`src/rtl/wsfe_pkg.sv`:
```
// Shared types, constants and header byte helpers for the socket frame encoder.
package wsfe_pkg;

    localparam logic [7:0]  OPCODE_TEXT = 8'h81;
    localparam logic [7:0]  MASK_BIT    = 8'h80;
    localparam logic [7:0]  LEN16_MARK  = 8'd126;
    localparam logic [7:0]  LEN64_MARK  = 8'd127;
    localparam logic [62:0] SHORT_MAX   = 63'd125;
    localparam logic [62:0] MID_MAX     = 63'd65535;
    localparam logic [31:0] KEY_RESET   = 32'h12345678;
    localparam int          IDX_W       = 4;

    typedef enum logic [1:0] {
        FORM_SHORT,
        FORM_MID,
        FORM_LONG
    } len_form_t;

    typedef enum logic {
        ST_IDLE,
        ST_HDR
    } back_state_t;

    typedef struct packed {
        logic        is_start;
        len_form_t   form;
        logic [62:0] frame_length;
        logic [7:0]  data;
    } wsfe_entry_t;

    function automatic logic [7:0] key_byte(input logic [31:0] key, input logic [1:0] idx);
        logic [7:0] b;
        case (idx)
            2'd0:    b = key[31:24];
            2'd1:    b = key[23:16];
            2'd2:    b = key[15:8];
            default: b = key[7:0];
        endcase
        return b;
    endfunction

    // Index of the final header byte for each length form
    function automatic logic [IDX_W-1:0] last_idx(input len_form_t form);
        logic [IDX_W-1:0] n;
        case (form)
            FORM_SHORT: n = IDX_W'(5);
            FORM_MID:   n = IDX_W'(7);
            default:    n = IDX_W'(13);
        endcase
        return n;
    endfunction

    function automatic logic [7:0] hdr_byte(
        input len_form_t        form,
        input logic [62:0]      len,
        input logic [IDX_W-1:0] idx,
        input logic [31:0]      key
    );
        logic [63:0]      len64;
        logic [IDX_W-1:0] rel;
        logic [2:0]       sel;
        logic [7:0]       b;
        len64 = {1'b0, len};
        rel   = idx - IDX_W'(2);
        sel   = 3'(IDX_W'(9) - idx);
        b     = OPCODE_TEXT;
        case (form)
            FORM_SHORT: begin
                case (idx) inside
                    IDX_W'(0):              b = OPCODE_TEXT;
                    IDX_W'(1):              b = MASK_BIT | {1'b0, len[6:0]};
                    default:                b = key_byte(key, rel[1:0]);
                endcase
            end
            FORM_MID: begin
                case (idx) inside
                    IDX_W'(0):              b = OPCODE_TEXT;
                    IDX_W'(1):              b = MASK_BIT | LEN16_MARK;
                    IDX_W'(2):              b = len[15:8];
                    IDX_W'(3):              b = len[7:0];
                    default:                b = key_byte(key, idx[1:0]);
                endcase
            end
            default: begin
                case (idx) inside
                    IDX_W'(0):              b = OPCODE_TEXT;
                    IDX_W'(1):              b = MASK_BIT | LEN64_MARK;
                    [IDX_W'(2):IDX_W'(9)]:  b = 8'(len64 >> {sel, 3'b000});
                    default:                b = key_byte(key, rel[1:0]);
                endcase
            end
        endcase
        return b;
    endfunction

endpackage

```
`src/rtl/wsfe_front.sv`:
```
// Front end: accepts input beats, classifies the length form and masks payload bytes.
module wsfe_front (
    input  logic                 clk,
    input  logic                 rst_n,
    input  logic                 in_valid,
    output logic                 in_ready,
    input  logic                 mode,
    input  logic [62:0]          frame_length,
    input  logic [7:0]           payload_byte,
    input  logic [31:0]          mask_key,
    input  logic                 queue_full,
    output logic                 push,
    output wsfe_pkg::wsfe_entry_t push_entry
);

    logic [1:0] phase_reg;
    logic [1:0] phase_next;

    assign in_ready = !queue_full;
    assign push     = in_valid && in_ready;

    always_comb
    begin
        push_entry.is_start     = !mode;
        push_entry.frame_length = frame_length;
        push_entry.data         = payload_byte ^ wsfe_pkg::key_byte(mask_key, phase_reg);
        if (frame_length <= wsfe_pkg::SHORT_MAX)
        begin
            push_entry.form = wsfe_pkg::FORM_SHORT;
        end
        else if (frame_length <= wsfe_pkg::MID_MAX)
        begin
            push_entry.form = wsfe_pkg::FORM_MID;
        end
        else
        begin
            push_entry.form = wsfe_pkg::FORM_LONG;
        end
    end

    // Start clears the byte position; each payload byte advances it
    always_comb
    begin
        phase_next = phase_reg;
        if (push)
        begin
            phase_next = mode ? phase_reg + 2'd1 : 2'd0;
        end
    end

    always_ff @(posedge clk or negedge rst_n)
    begin
        if (!rst_n)
        begin
            phase_reg <= 2'd0;
        end
        else
        begin
            phase_reg <= phase_next;
        end
    end

endmodule

```
`src/rtl/wsfe_queue.sv`:
```
// Small queue of classified items between the front end and the byte sequencer.
module wsfe_queue #(
    parameter int DEPTH = 4
) (
    input  logic                  clk,
    input  logic                  rst_n,
    input  logic                  push,
    input  wsfe_pkg::wsfe_entry_t push_entry,
    output logic                  full,
    input  logic                  pop,
    output logic                  head_valid,
    output wsfe_pkg::wsfe_entry_t head_entry
);

    localparam int PTR_W = (DEPTH > 1) ? $clog2(DEPTH) : 1;
    localparam int CNT_W = $clog2(DEPTH + 1);

    wsfe_pkg::wsfe_entry_t mem_reg [DEPTH];
    logic [PTR_W-1:0] wr_ptr_reg, wr_ptr_next;
    logic [PTR_W-1:0] rd_ptr_reg, rd_ptr_next;
    logic [CNT_W-1:0] count_reg, count_next;

    assign full       = (count_reg == CNT_W'(DEPTH));
    assign head_valid = (count_reg != '0);
    assign head_entry = mem_reg[rd_ptr_reg];

    always_comb
    begin
        wr_ptr_next = wr_ptr_reg;
        rd_ptr_next = rd_ptr_reg;
        count_next  = count_reg;
        if (push)
        begin
            wr_ptr_next = (wr_ptr_reg == PTR_W'(DEPTH - 1)) ? '0 : wr_ptr_reg + PTR_W'(1);
        end
        if (pop)
        begin
            rd_ptr_next = (rd_ptr_reg == PTR_W'(DEPTH - 1)) ? '0 : rd_ptr_reg + PTR_W'(1);
        end
        if (push && !pop)
        begin
            count_next = count_reg + CNT_W'(1);
        end
        else if (pop && !push)
        begin
            count_next = count_reg - CNT_W'(1);
        end
    end

    always_ff @(posedge clk or negedge rst_n)
    begin
        if (!rst_n)
        begin
            wr_ptr_reg <= '0;
            rd_ptr_reg <= '0;
            count_reg  <= '0;
        end
        else
        begin
            wr_ptr_reg <= wr_ptr_next;
            rd_ptr_reg <= rd_ptr_next;
            count_reg  <= count_next;
        end
    end

    always_ff @(posedge clk)
    begin
        if (push)
        begin
            mem_reg[wr_ptr_reg] <= push_entry;
        end
    end

endmodule

```
`src/rtl/wsfe_back.sv`:
```
// Back end: expands queued items into frame bytes and holds the output register.
module wsfe_back (
    input  logic                  clk,
    input  logic                  rst_n,
    input  logic                  head_valid,
    input  wsfe_pkg::wsfe_entry_t head_entry,
    output logic                  pop,
    input  logic [31:0]           mask_key,
    output logic                  out_valid,
    input  logic                  out_ready,
    output logic [7:0]            out_byte,
    output logic                  is_header,
    output logic                  last
);

    wsfe_pkg::back_state_t state_reg, state_next;
    wsfe_pkg::wsfe_entry_t cur_reg;
    logic [wsfe_pkg::IDX_W-1:0] idx_reg, idx_next;
    logic [wsfe_pkg::IDX_W-1:0] hdr_end;
    logic       out_valid_reg;
    logic [7:0] out_byte_reg;
    logic       is_header_reg;
    logic       last_reg;

    logic       advance;
    logic       emit;
    logic       load_cur;
    logic [7:0] emit_byte;
    logic       emit_hdr;
    logic       emit_last;

    assign advance = !out_valid_reg || out_ready;
    assign hdr_end = wsfe_pkg::last_idx(cur_reg.form);

    always_comb
    begin
        state_next = state_reg;
        case (state_reg)
            wsfe_pkg::ST_IDLE:
            begin
                if (advance && head_valid && head_entry.is_start)
                begin
                    state_next = wsfe_pkg::ST_HDR;
                end
            end
            wsfe_pkg::ST_HDR:
            begin
                if (advance && idx_reg == hdr_end)
                begin
                    state_next = wsfe_pkg::ST_IDLE;
                end
            end
            default: state_next = wsfe_pkg::ST_IDLE;
        endcase
    end

    always_comb
    begin
        pop       = 1'b0;
        emit      = 1'b0;
        load_cur  = 1'b0;
        emit_byte = head_entry.data;
        emit_hdr  = 1'b0;
        emit_last = 1'b1;
        case (state_reg)
            wsfe_pkg::ST_IDLE:
            begin
                if (advance && head_valid)
                begin
                    pop  = 1'b1;
                    emit = 1'b1;
                    if (head_entry.is_start)
                    begin
                        load_cur  = 1'b1;
                        emit_byte = wsfe_pkg::OPCODE_TEXT;
                        emit_hdr  = 1'b1;
                        emit_last = 1'b0;
                    end
                end
            end
            wsfe_pkg::ST_HDR:
            begin
                emit      = advance;
                emit_byte = wsfe_pkg::hdr_byte(cur_reg.form, cur_reg.frame_length,
                                               idx_reg, mask_key);
                emit_hdr  = 1'b1;
                emit_last = (idx_reg == hdr_end);
            end
            default:
            begin
                emit = 1'b0;
            end
        endcase
    end

    always_comb
    begin
        idx_next = idx_reg;
        if (load_cur)
        begin
            idx_next = wsfe_pkg::IDX_W'(1);
        end
        else if (emit)
        begin
            idx_next = idx_reg + wsfe_pkg::IDX_W'(1);
        end
    end

    always_ff @(posedge clk or negedge rst_n)
    begin
        if (!rst_n)
        begin
            state_reg     <= wsfe_pkg::ST_IDLE;
            out_valid_reg <= 1'b0;
            idx_reg       <= '0;
        end
        else
        begin
            state_reg <= state_next;
            idx_reg   <= idx_next;
            if (advance)
            begin
                out_valid_reg <= emit;
            end
        end
    end

    always_ff @(posedge clk)
    begin
        if (load_cur)
        begin
            cur_reg <= head_entry;
        end
        if (emit)
        begin
            out_byte_reg  <= emit_byte;
            is_header_reg <= emit_hdr;
            last_reg      <= emit_last;
        end
    end

    assign out_valid = out_valid_reg;
    assign out_byte  = out_byte_reg;
    assign is_header = is_header_reg;
    assign last      = last_reg;

`ifndef SYNTHESIS
    a_hdr_keeps_output: assert property (@(posedge clk) disable iff (!rst_n)
        state_reg == wsfe_pkg::ST_HDR |-> out_valid_reg)
        else $error("header run without a valid output beat");

    a_hdr_ends_idle: assert property (@(posedge clk) disable iff (!rst_n)
        (state_reg == wsfe_pkg::ST_HDR && advance && idx_reg == hdr_end)
        |=> state_reg == wsfe_pkg::ST_IDLE)
        else $error("header run did not end after its last byte");

    a_pop_nonempty: assert property (@(posedge clk) disable iff (!rst_n)
        pop |-> head_valid)
        else $error("pop from an empty queue");

    a_idx_in_range: assert property (@(posedge clk) disable iff (!rst_n)
        state_reg == wsfe_pkg::ST_HDR |-> (idx_reg <= hdr_end && idx_reg != '0))
        else $error("header byte index out of range");

    a_last_on_end: assert property (@(posedge clk) disable iff (!rst_n)
        (emit && emit_last && state_reg == wsfe_pkg::ST_HDR) |=> state_reg == wsfe_pkg::ST_IDLE)
        else $error("last header byte left the sequencer busy");
`endif

endmodule

```
`src/rtl/websocket_frame_encoder.sv`:
```
// Top level: masked client text frame encoder with a front end, queue and byte sequencer.
// An accepted beat is registered in the queue and then in the byte sequencer's output register.
// Throughput: one payload beat per cycle while out_ready holds and no header run is busy; a start
// beat expands into 6, 8 or 14 header bytes, sent one per cycle while out_ready holds.
// Reset (rst_n, asynchronous, active low) empties the queue and output register, clears the
// byte position and loads the mask key with 0x12345678.
module websocket_frame_encoder #(
    parameter int QUEUE_DEPTH = 4
) (
    input  logic        clk,
    input  logic        rst_n,
    // input channel
    input  logic        in_valid,
    output logic        in_ready,
    input  logic        mode,
    input  logic [62:0] frame_length,
    input  logic [7:0]  payload_byte,
    // result channel
    output logic        out_valid,
    input  logic        out_ready,
    output logic [7:0]  out_byte,
    output logic        is_header,
    output logic        last,
    // mask key register write
    input  logic        mask_key_we,
    input  logic [31:0] mask_key_wdata
);

    logic [31:0] mask_key_reg;
    logic [31:0] mask_key_next;

    logic                  push;
    logic                  queue_full;
    wsfe_pkg::wsfe_entry_t push_entry;
    logic                  pop;
    logic                  head_valid;
    wsfe_pkg::wsfe_entry_t head_entry;

    // Key writes must wait for a drained encoder so both ends see one key per frame; not enforced here
    always_comb
    begin
        mask_key_next = mask_key_we ? mask_key_wdata : mask_key_reg;
    end

    always_ff @(posedge clk or negedge rst_n)
    begin
        if (!rst_n)
        begin
            mask_key_reg <= wsfe_pkg::KEY_RESET;
        end
        else
        begin
            mask_key_reg <= mask_key_next;
        end
    end

    // Front end: classify the length form and mask payload bytes at the accepted beat
    wsfe_front u_front (
        .clk          (clk),
        .rst_n        (rst_n),
        .in_valid     (in_valid),
        .in_ready     (in_ready),
        .mode         (mode),
        .frame_length (frame_length),
        .payload_byte (payload_byte),
        .mask_key     (mask_key_reg),
        .queue_full   (queue_full),
        .push         (push),
        .push_entry   (push_entry)
    );

    // Queue lets the front keep accepting while a header run drains
    wsfe_queue #(
        .DEPTH (QUEUE_DEPTH)
    ) u_queue (
        .clk        (clk),
        .rst_n      (rst_n),
        .push       (push),
        .push_entry (push_entry),
        .full       (queue_full),
        .pop        (pop),
        .head_valid (head_valid),
        .head_entry (head_entry)
    );

    // Back end: expand each item into wire bytes, one per cycle while out_ready holds, into the output register
    wsfe_back u_back (
        .clk        (clk),
        .rst_n      (rst_n),
        .head_valid (head_valid),
        .head_entry (head_entry),
        .pop        (pop),
        .mask_key   (mask_key_reg),
        .out_valid  (out_valid),
        .out_ready  (out_ready),
        .out_byte   (out_byte),
        .is_header  (is_header),
        .last       (last)
    );

endmodule
```
`config.mk`:
```
export PLATFORM = sky130hd
export DESIGN_NAME = websocket_frame_encoder
export DESIGN_NICKNAME = d
export VERILOG_FILES = /design/src/rtl/wsfe_pkg.sv /design/src/rtl/wsfe_front.sv /design/src/rtl/wsfe_queue.sv /design/src/rtl/wsfe_back.sv /design/src/rtl/websocket_frame_encoder.sv
export SDC_FILE = /design/constraint.sdc
export NUM_CORES = 1
export LEC_CHECK = 0
export BUFFER_PORTS_ARGS = -buffer_cell sky130_fd_sc_hd__buf_2
export CAP_MARGIN = 25
export CORE_MARGIN = 5
export CORE_UTILIZATION = 30
export DETAILED_ROUTE_END_ITERATION = 8
export GPL_ROUTABILITY_DRIVEN = 0
export PLACE_DENSITY = 0.52
export SYNTH_ARGS = -nofsm -noshare
export SYNTH_HDL_FRONTEND = slang
export SYNTH_HIERARCHICAL = 1
export SYNTH_SLANG_ARGS = --single-unit
```
`constraint.sdc`:
```
create_clock -name clk -period 4 [get_ports clk]
set_input_delay 0.6 -clock clk [delete_from_list [all_inputs] [get_ports clk]]
set_output_delay 0.6 -clock clk [all_outputs]
set_load 0.05 [all_outputs]
```
After elaboration in Yosys (flattened, before gate mapping)
Memories as Yosys holds them, arrays and structs flattened.
Cells that the tools add are included.

word-level totals
  register bits = 122
  latch bits = 0
  bits in writable memories = 296
  bits in read-only memories = 0
  input port bits = 109
  output and inout bits = 12
  word-level logic and storage cells = 105
  memories = 1

cells by class
  add/sub/neg operators = 8
  $mul = 0
  divide/modulo/power cells = 0
  magnitude comparators = 4
  equality and inequality tests = 14
  shift operators = 1
  multiplexer cells = 41
  bitwise gates (word level) = 2
  reductions and logical operators = 21

memories
  memory           words  bits a word  rd ports  clocked after memory_dff  write ports  line              text
  u_queue.mem_reg  4      74           1         0                         1            wsfe_queue.sv:18  wsfe_pkg::wsfe_entry_t mem_reg [DEPTH];

operators by type and width
  kind                                                              count
  2-to-1 mux 8 bit                                                  11
  one-hot mux 8 bit (3 select lines)                                3
  less-or-equal comparator 63 x 16 -> 1 bit, second input constant  1
  less-or-equal comparator 63 x 7 -> 1 bit, second input constant   1
  >> shifter 63 x 6 -> 8 bit                                        1
  one-hot mux 8 bit (2 select lines)                                2
  2-to-1 mux 1 bit                                                  11
  equality test 2 bit, second input constant                        5
  2-to-1 mux 2 bit                                                  5
  equality test 2 x 1 -> 1 bit, second input constant               4
  equality test 4 x 2 -> 1 bit, second input constant               2
  logical NOT 2 bit                                                 4
  2-to-1 mux 4 bit                                                  2
  one-hot mux 1 bit (2 select lines)                                4
  one-hot mux 4 bit (2 select lines)                                1
  XOR 8 bit                                                         1
  logical AND 1 bit                                                 7
  adder 2 x 1 -> 2 bit, second input constant                       3
  2-to-1 mux 3 bit                                                  2
  logical NOT 1 bit                                                 5
  adder 4 x 1 -> 4 bit, second input constant                       1
  equality test 4 x 1 -> 1 bit, second input constant               1
  equality test 4 bit                                               1
  >= comparator 4 x 2 -> 1 bit, second input constant               1
  11 further kinds                                                  12

Depth between registers and ports, before layout
Gate-level depths: netlist of the first run.

  depth in word-level cells = 8
  depth in mapped cells = 11
  mapped depth without buffers = 10

By module
Netlist of the first run, hierarchy kept.

modules (own cells, without submodules)
  module                   times used  cells each  area each (µm²)  sequential area each (µm²)
  wsfe_queue               1           424         11135.7          9063.7
  wsfe_back                1           305         4102.7           2402.3
  websocket_frame_encoder  1           68          1361.3           817.0
  wsfe_front               1           141         1012.2           50.0

Worst setup path after synthesis of the first run
No wires, ideal clock.

  path type = flip-flop to flip-flop
  start = register u_queue.rd_ptr_reg[0]
  end = register u_back/cur_reg[10] (netlist bit) (enable)
  setup time = 0.451 ns
  data arrival time = 3.000 ns
  required time = 3.549 ns
  setup slack = 0.549 ns
  stages on the path, launching flop included = 6
  buffers on the path = 3
  clock period less this slack = 3.451 ns
  path through = dfrtp_1 buf_6 buf_12 mux4_2 and3_1 clkbuf_1

RTL lines
  what                    line              text
  from (decl)             wsfe_queue.sv:20  logic [PTR_W-1:0] rd_ptr_reg, rd_ptr_next;
  from (signal assigned)  wsfe_queue.sv:61  rd_ptr_reg <= rd_ptr_next;
  to (signal assigned)    wsfe_back.sv:132  cur_reg <= head_entry;
  to (decl)               wsfe_back.sv:17   wsfe_pkg::wsfe_entry_t cur_reg;

Worst setup path after layout of the first run
  start = register u_back/idx_reg[1] (netlist bit)
  end = register u_back.out_byte_reg[3], in the netlist u_back/out_byte[3], data pin

on the way
  word-level cells in the longest chain between the ends = 8
  elaborated cells between the ends (all ways) = 29
  those cells by class = add/sub: 2; order compare: 2; eq/ne: 7; shift: 1; mux: 13; reduce/logical: 4

RTL lines
  what                                                               line              text
  from (decl)                                                        wsfe_back.sv:18   logic [wsfe_pkg::IDX_W-1:0] idx_reg, idx_next;
  from (signal assigned)                                             wsfe_back.sv:120  idx_reg <= idx_next;
  branches (longest 6 deep; another with subtractor 1 x 3 -> 3 bit)  n/a
  one-hot mux 8 bit (2 select lines) *                               wsfe_pkg.sv:67    case (form)
  one-hot mux 8 bit (2 select lines) *                               wsfe_back.sv:65   case (state_reg)
  net u_back.emit_byte[3]                                            wsfe_back.sv:28   logic [7:0] emit_byte;
  to (signal assigned)                                               wsfe_back.sv:136  out_byte_reg <= emit_byte;
  to (decl)                                                          wsfe_back.sv:21   logic [7:0] out_byte_reg;

Mark *: on every way through the listed nets, which the timed path passes.
A chain may end at the register's enable or synchronous reset.

==> results of run 1 <==
## cells by family (layout without fill, tap and decap cells)
| family | after synthesis | after routing | share of synthesized area |
|---|---|---|---|
| other cells | 0 | 2 | 0 |
| compound gates | 94 | 94 | 0.0402 |
| xor+xnor | 14 | 14 | 0.00696 |
| mux | 131 | 131 | 0.148 |
| buf+inv | 127 | 235 | 0.0512 |
| simple gates | 134 | 134 | 0.0387 |
| fa+ha+maj | 20 | 20 | 0.0146 |
| flops | 418 | 418 | 0.700 |
## power groups by stage
stage / sequential [uW] / clock [uW] / combinational (uW)
3_5_place_dp: 6340 / 0 / 4160
5_1_grt: 6320 / 4260 / 4430
3_3_place_gp: 6310 / 0 / 4130
2_1_floorplan: 6350 / 0 / 2960
6_report: 6240 / 3960 / 4070
4_1_cts: 6250 / 4080 / 4180
## synth_stat cells (all sizes together), types with 2 or more instances
master and count:
nand2b 2, dfrtp 34, nor3b 4, mux2i 7
nor3 7, a31oi 3, dfstp 13, ha 19
a21oi 15, or3 4, or2 2, a32o 5
nand2 45, inv 20, mux4 89, a222oi 21
nor2 22, buf 91, o21a 2, nand3 13
nor4 13, nor2b 9, o21ai 17, o211ai 2
nand4 4, mux2 35, a211oi 6, a22oi 5
xnor2 3, edfxtp 371, and2 5, o22ai 6
xor2 11, clkbuf 16
## metal layers
metal | wire [um] | GRT usage | share of wire
met3 | 2430 | 0.0285 | 0.060
met5 | 71 | 0 | 0.0018
met1 | 18300 | 0.177 | 0.46
met2 | 18800 | 0.195 | 0.47
met4 | 657 | 0.0302 | 0.016
## worst max-delay path: stages, from the launching register on
cell	delay, ns
dfrtp_1	0.51
inv_1	0.30
ha_1	0.49
nor3b_1	0.70
nor3_1	0.27
a211oi_1	0.31
a32o_1	0.21
## stage by stage
step                power [uW]  setup slack [ns]  hold WS (ns)
floorplan                 9320             0.549         0.304
global placement         10400              1.21         0.466
detailed placement       10500              1.07         0.464
CTS                      14500              1.06         0.210
global route             15000             0.805         0.228
finish                   14300              1.07         0.246
## layout make-up
| type | count | area [sq um] |
|---|---|---|
| repair buffers | 133 | 763 |
| fillers | 5517 | 38000 |
| multi-input cells | 393 | 4390 |
| clock inverters | 32 | 295 |
| inverters | 20 | 75.1 |
| diodes | 2 | 5.00 |
| clock buffers | 50 | 1130 |
| well taps | 765 | 957 |
| flip-flops and latches | 418 | 12300 |
## timing repair
action	4_1_cts	5_1_grt
setup endpoints to repair	0	0
setup buffers	0	0
endpoints found under the hold margin	7	0
hold buffers	1	0
## path summary, 6_finish.rpt
| path | from | to | slack (ns) | depth (start not counted) |
|---|---|---|---|---|
| max | u_back/idx_reg[1] | u_back/out_byte[3] | 1.07 | 6 |
| min | frame_length[0] | u_queue/mem_reg[3][8] | 0.25 | 1 |
| max reg2reg | u_back/idx_reg[1] | u_back/out_byte[3] | 1.07 | 6 |
| min reg2reg | u_queue/count_reg[2] | u_queue/count_reg[2] | 0.49 | 1 |
| max in group asynchronous | rst_n | mask_key_reg[6] | 2.78 | 3 |
| min in group asynchronous | rst_n | u_queue/wr_ptr_reg[0] | 0.42 | 2 |
## cell usage in the layout, fill, tap and decap left out, types with 7 or more instances in the layout
| cell | Yosys | layout |
|---|---|---|
| nand3_1 | 13 | 13 |
| mux2i_1 | 7 | 7 |
| dfstp_2 | 13 | 13 |
| a21oi_1 | 14 | 14 |
| inv_1 | 20 | 20 |
| nor2_1 | 21 | 21 |
| nor2b_1 | 9 | 9 |
| a222oi_1 | 21 | 21 |
| nor3_1 | 7 | 7 |
| mux4_2 | 82 | 82 |
| edfxtp_1 | 371 | 371 |
| nor4_1 | 12 | 12 |
| buf_4 | 66 | 7 |
| ha_1 | 19 | 19 |
| mux4_1 | 7 | 7 |
| nand2_1 | 45 | 45 |
| mux2_4 | 30 | 30 |
| clkinv_1 | 0 | 9 |
| o21ai_0 | 16 | 16 |
| xor2_1 | 11 | 11 |
| clkbuf_16 | 0 | 44 |
| dfrtp_1 | 34 | 32 |
| buf_2 | 11 | 120 |
| clkinv_2 | 0 | 10 |
==> out/results.txt, run 1 <==
Vias/cell = 4.76
First-pass GRT wire length = 59500 um
CTS Sinks = 418
Area Growth Syn to Fin = 13.3%
Clk buf depth = 3
Finished Cell Area = 20000 sq um
Via count = 8622
Synth warnings = 6
Setup TNS = 0 ns
Power share of the clock group = 0.278
Post-synth cell types = 66
Core Box Area = 57900 sq um
PwrDens = 715 nW/um^2
Register area share after synthesis = 0.700
Die ar. = 63700 sq um
Buffers on Ports = 120
Nets@finish = 1139
Fraction of registers with async set/reset = 0.112
FMAX = 0.341 GHz
Slew Limit Fails = 0
Num rows = 88
Die Span Y = 252 um
CTS tree = built
Vias in the first global route = 8938
Startpoint types = flop
Final period util = 0.732
Syn Nets = 1067
Initial Utilization = 0.304
I/O pin total = 121
Post-cts sizing count = 0
Post-place instance area = 18500 sq um
WL final = 40200 um
Post-Syn Area = 17600 sq um
Post-route ant nets = 0
Flop pwr share = 0.437
Internal power component = 9850 uW
DRC = 0
Max transition margin = 0.326
DP HPWL = 27000 um
NetSw = 4430 uW
Pin count of the biggest net entering global routing = 77
Core Util, Final = 0.345
DR pass1 iterations = 8
Synth area leader = edfxtp_1
CP required = 4.44 ns
Layout cells sized above 1 = 0.330
DR iter-0 viols = 752
Initial antenna violation count = 7
Worst slew pin tran = 1.01 ns
Status = finished clean
RSZ-0062 raised after global routing = no
Clk Latency, worst-skew pair = 0.58 ns
Finished Layout Cells = 1813
Final global-route overflow total = 0
Routed len/inst = 22.2 um
Final setup fails = 0
Final Skew = 0.0301 ns
Max FFs per register = 296
Reg clk slew, reported paths = 0.06 ns
CP Capture Type = flop
CP arrival = 3.37 ns
Top cell type's share of synthesized area = 0.633
GRT Total Usage = 0.124
Sw Share = 0.310
Total CTS buffers = 44
Final min period = 2.93 ns
CTS Root Cell = clkbuf_16
Crit path max fanout = 11
Flops & latches, synth = 418
Hold Fails Final Rpt = 0
Avg Synthesized Cell Area = 18.8 sq um
# H-tree levels = 2
Leak = 0.00674 uW
Worst Hold Class = in2reg
Area contributors post-synth = edfxtp_1 (63%), mux4_2 (10%), dfrtp_1 (4.8%)
Post-synth top flop = edfxtp_1
CP Class = reg2reg
Combinational power share = 0.285
Placed Cells = 1728
EDFF count, synth = 371
Max cap viols = 0
Chip width = 252 um
Post-Synthesis Cells = 938
VDD IR max = 0.000399 V
Power figures use the tool's default switching activity.
==> inputs of run 2 (changes only) <==
clock period = 2.84 ns   (was 4 ns; I/O delays follow)
==> out/results.txt, run 2 (synthesized netlist as in run 1, its figures left out) <==
Layout cells sized above 1 = 0.340 (+0.0104)
Core Util, Final = 0.350 (+0.00497)
DR iter-0 viols = 868 (+15%)
Slew Limit Fails = 0 (unchanged)
CTS Sinks = 418 (unchanged)
CP Class = reg2reg
GRT Total Usage = 0.129 (+0.00488)
Critical Path, Cell by Cell = ha_1 > or3b_1 > or3_1 > o22ai_1 > a211oi_1 > a32o_1
Setup slack, reg-to-reg = 0.21 ns (-0.86 ns)
# H-tree levels = 2 (unchanged)
Nets@finish = 1160 (+1.8%)
WL final = 41600 um (+3.5%)
Finished Layout Cells = 1832 (+1.0%)
Hold Fails Final Rpt = 0 (unchanged)
Filler instances = 5534 (+0.31%)
DP HPWL = 27900 um (+3.2%)
Worst Hold Class = in2reg
First-pass GRT wire length = 62300 um (+4.7%)
Initial Utilization = 0.304 (unchanged)
Most common cell after layout, fill and taps aside = edfxtp_1
Placed Cells = 1747 (+1.1%)
Post-route ant nets = 0 (unchanged)
Vias in the first global route = 9324 (+4.3%)
DRC = 0 (unchanged)
Crit-path slowest cell = ha_1
Routed len/inst = 22.7 um (+2.4%)
Via count = 8863 (+2.8%)
Worst slew pin tran = 0.785 ns (-0.225 ns)
Leak = 0.00690 uW (+2.4%)
Pin count of the biggest net entering global routing = 76 (-1.3%)
Total CTS buffers = 46 (+4.5%)
VDD IR max = 0.000667 V (+67%)
Area Growth Syn to Fin = 15.0%
Final Skew = 0.0298 ns (-0.000287 ns)
Final WS setup = 0.213 ns (-0.858 ns)
RSZ-0062 raised after global routing = no
CP Capture Type = flop
Clk Latency, worst-skew pair = 0.59 ns (about the same)
Die Span Y = 252 um (unchanged)
Final period util = 0.925 (+0.193)
Num rows = 88 (unchanged)
CP peak stage delay = 0.50 ns (-0.20 ns)
Place WS = 0.268 ns (-0.805 ns)
Reg-to-Reg Start = u_back/idx_reg[0]
Post-cts sizing count = 0 (unchanged)
Reg clk slew, reported paths = 0.06 ns (about the same)
Buffers on Ports = 120 (unchanged)
PwrDens = 1020 nW/um^2 (+43%)
Startpoint types = flop
CP Buf/Inv Count = 0 (-1)
# diodes = 0 (-2)
CP delay by family, top = simple AND/OR/NAND/NOR gates
Final min period = 2.63 ns (-0.302 ns)
Reg2reg path depth = 6 (unchanged)
Status = finished clean
Most frequent cells in the layout = edfxtp_1 (371), buf_2 (120), mux4_2 (82)
Crit path max fanout = 11 (unchanged)
I/O pin total = 121 (unchanged)
Chip width = 252 um (unchanged)
Max cap viols = 0 (unchanged)
Critical Path Stages = 6 (unchanged)
Vias/cell = 4.84 (+1.7%)
R2R Path End = u_back/out_byte[1]
Core Box Area = 57900 sq um (unchanged)
CP required = 3.16 ns (-1.28 ns)
CP endpoint = u_back/out_byte[1]
Final global-route overflow total = 0 (unchanged)
Die ar. = 63700 sq um (unchanged)
CTS Root Cell = clkbuf_16
FMAX = 0.381 GHz (+11%)
Clk buf depth = 3 (unchanged)
DR pass1 iterations = 6 (-2)
CP arrival = 2.95 ns (-0.42 ns)
Setup TNS = 0 ns (unchanged)
Max transition margin = 0.476 (+0.150)
Initial antenna violation count = 2 (-5)
CTS tree = built
Final setup fails = 0 (unchanged)
Critical path startpoint = u_back/idx_reg[0]
Max FFs per register = 296 (unchanged)
## run 2: what timing repair did
item	in CTS	in global routing
hold endpoints to repair	18	0
buffers inserted	0	0
hold buffers	1	0
endpoints found under the setup margin	0	0
## run 2: final cells by class
cell class,instances,area [sq um],area share
timing repair buffer,152,981,0.0484
clock buffer,55,1210,0.0596
sequential,418,12300,0.610
inverter,20,75.1,0.00371
tap,765,957,0.0473
multi-input combinational,393,4390,0.217
clock inverter,29,298,0.0147
## run 2: power breakdown
group	internal [uW]	switching, uW	total, uW
registers	8280	466	8750
clock network	3420	2460	5890
logic	2560	3510	6060
total	14300	6440	20700
## run 2: how the worst min path moves through the flow
stage,to,slack [ns],depth (start not counted),start
after floorplan,mask_key_reg[0],0.13,0,rst_n
after global placement,mask_key_reg[23],0.45,1,rst_n
after detailed placement,mask_key_reg[23],0.47,1,rst_n
after CTS,u_queue/mem_reg[1][8],0.02,1,frame_length[0]
after global routing,u_queue/mem_reg[1][8],0.04,1,frame_length[0]
final,u_queue/mem_reg[1][8],0.06,1,frame_length[0]
## run 2: layer usage
metal  vias up  share of wire  GRT usage
met5         -        0.00065          0
met4         4          0.022     0.0369
met3        66          0.057     0.0262
met2       273           0.47      0.207
met1      4617           0.45      0.180
li1       3903              -          -
## run 2: per-stage QoR
step,cell area (sq um),total power (uW),hold slack [ns]
after floorplan,17600,13100,0.130
after global placement,18700,15000,0.454
after detailed placement,18700,15000,0.467
after CTS,20200,21000,0.0200
after global routing,20200,21700,0.0373
final,20200,20700,0.0590
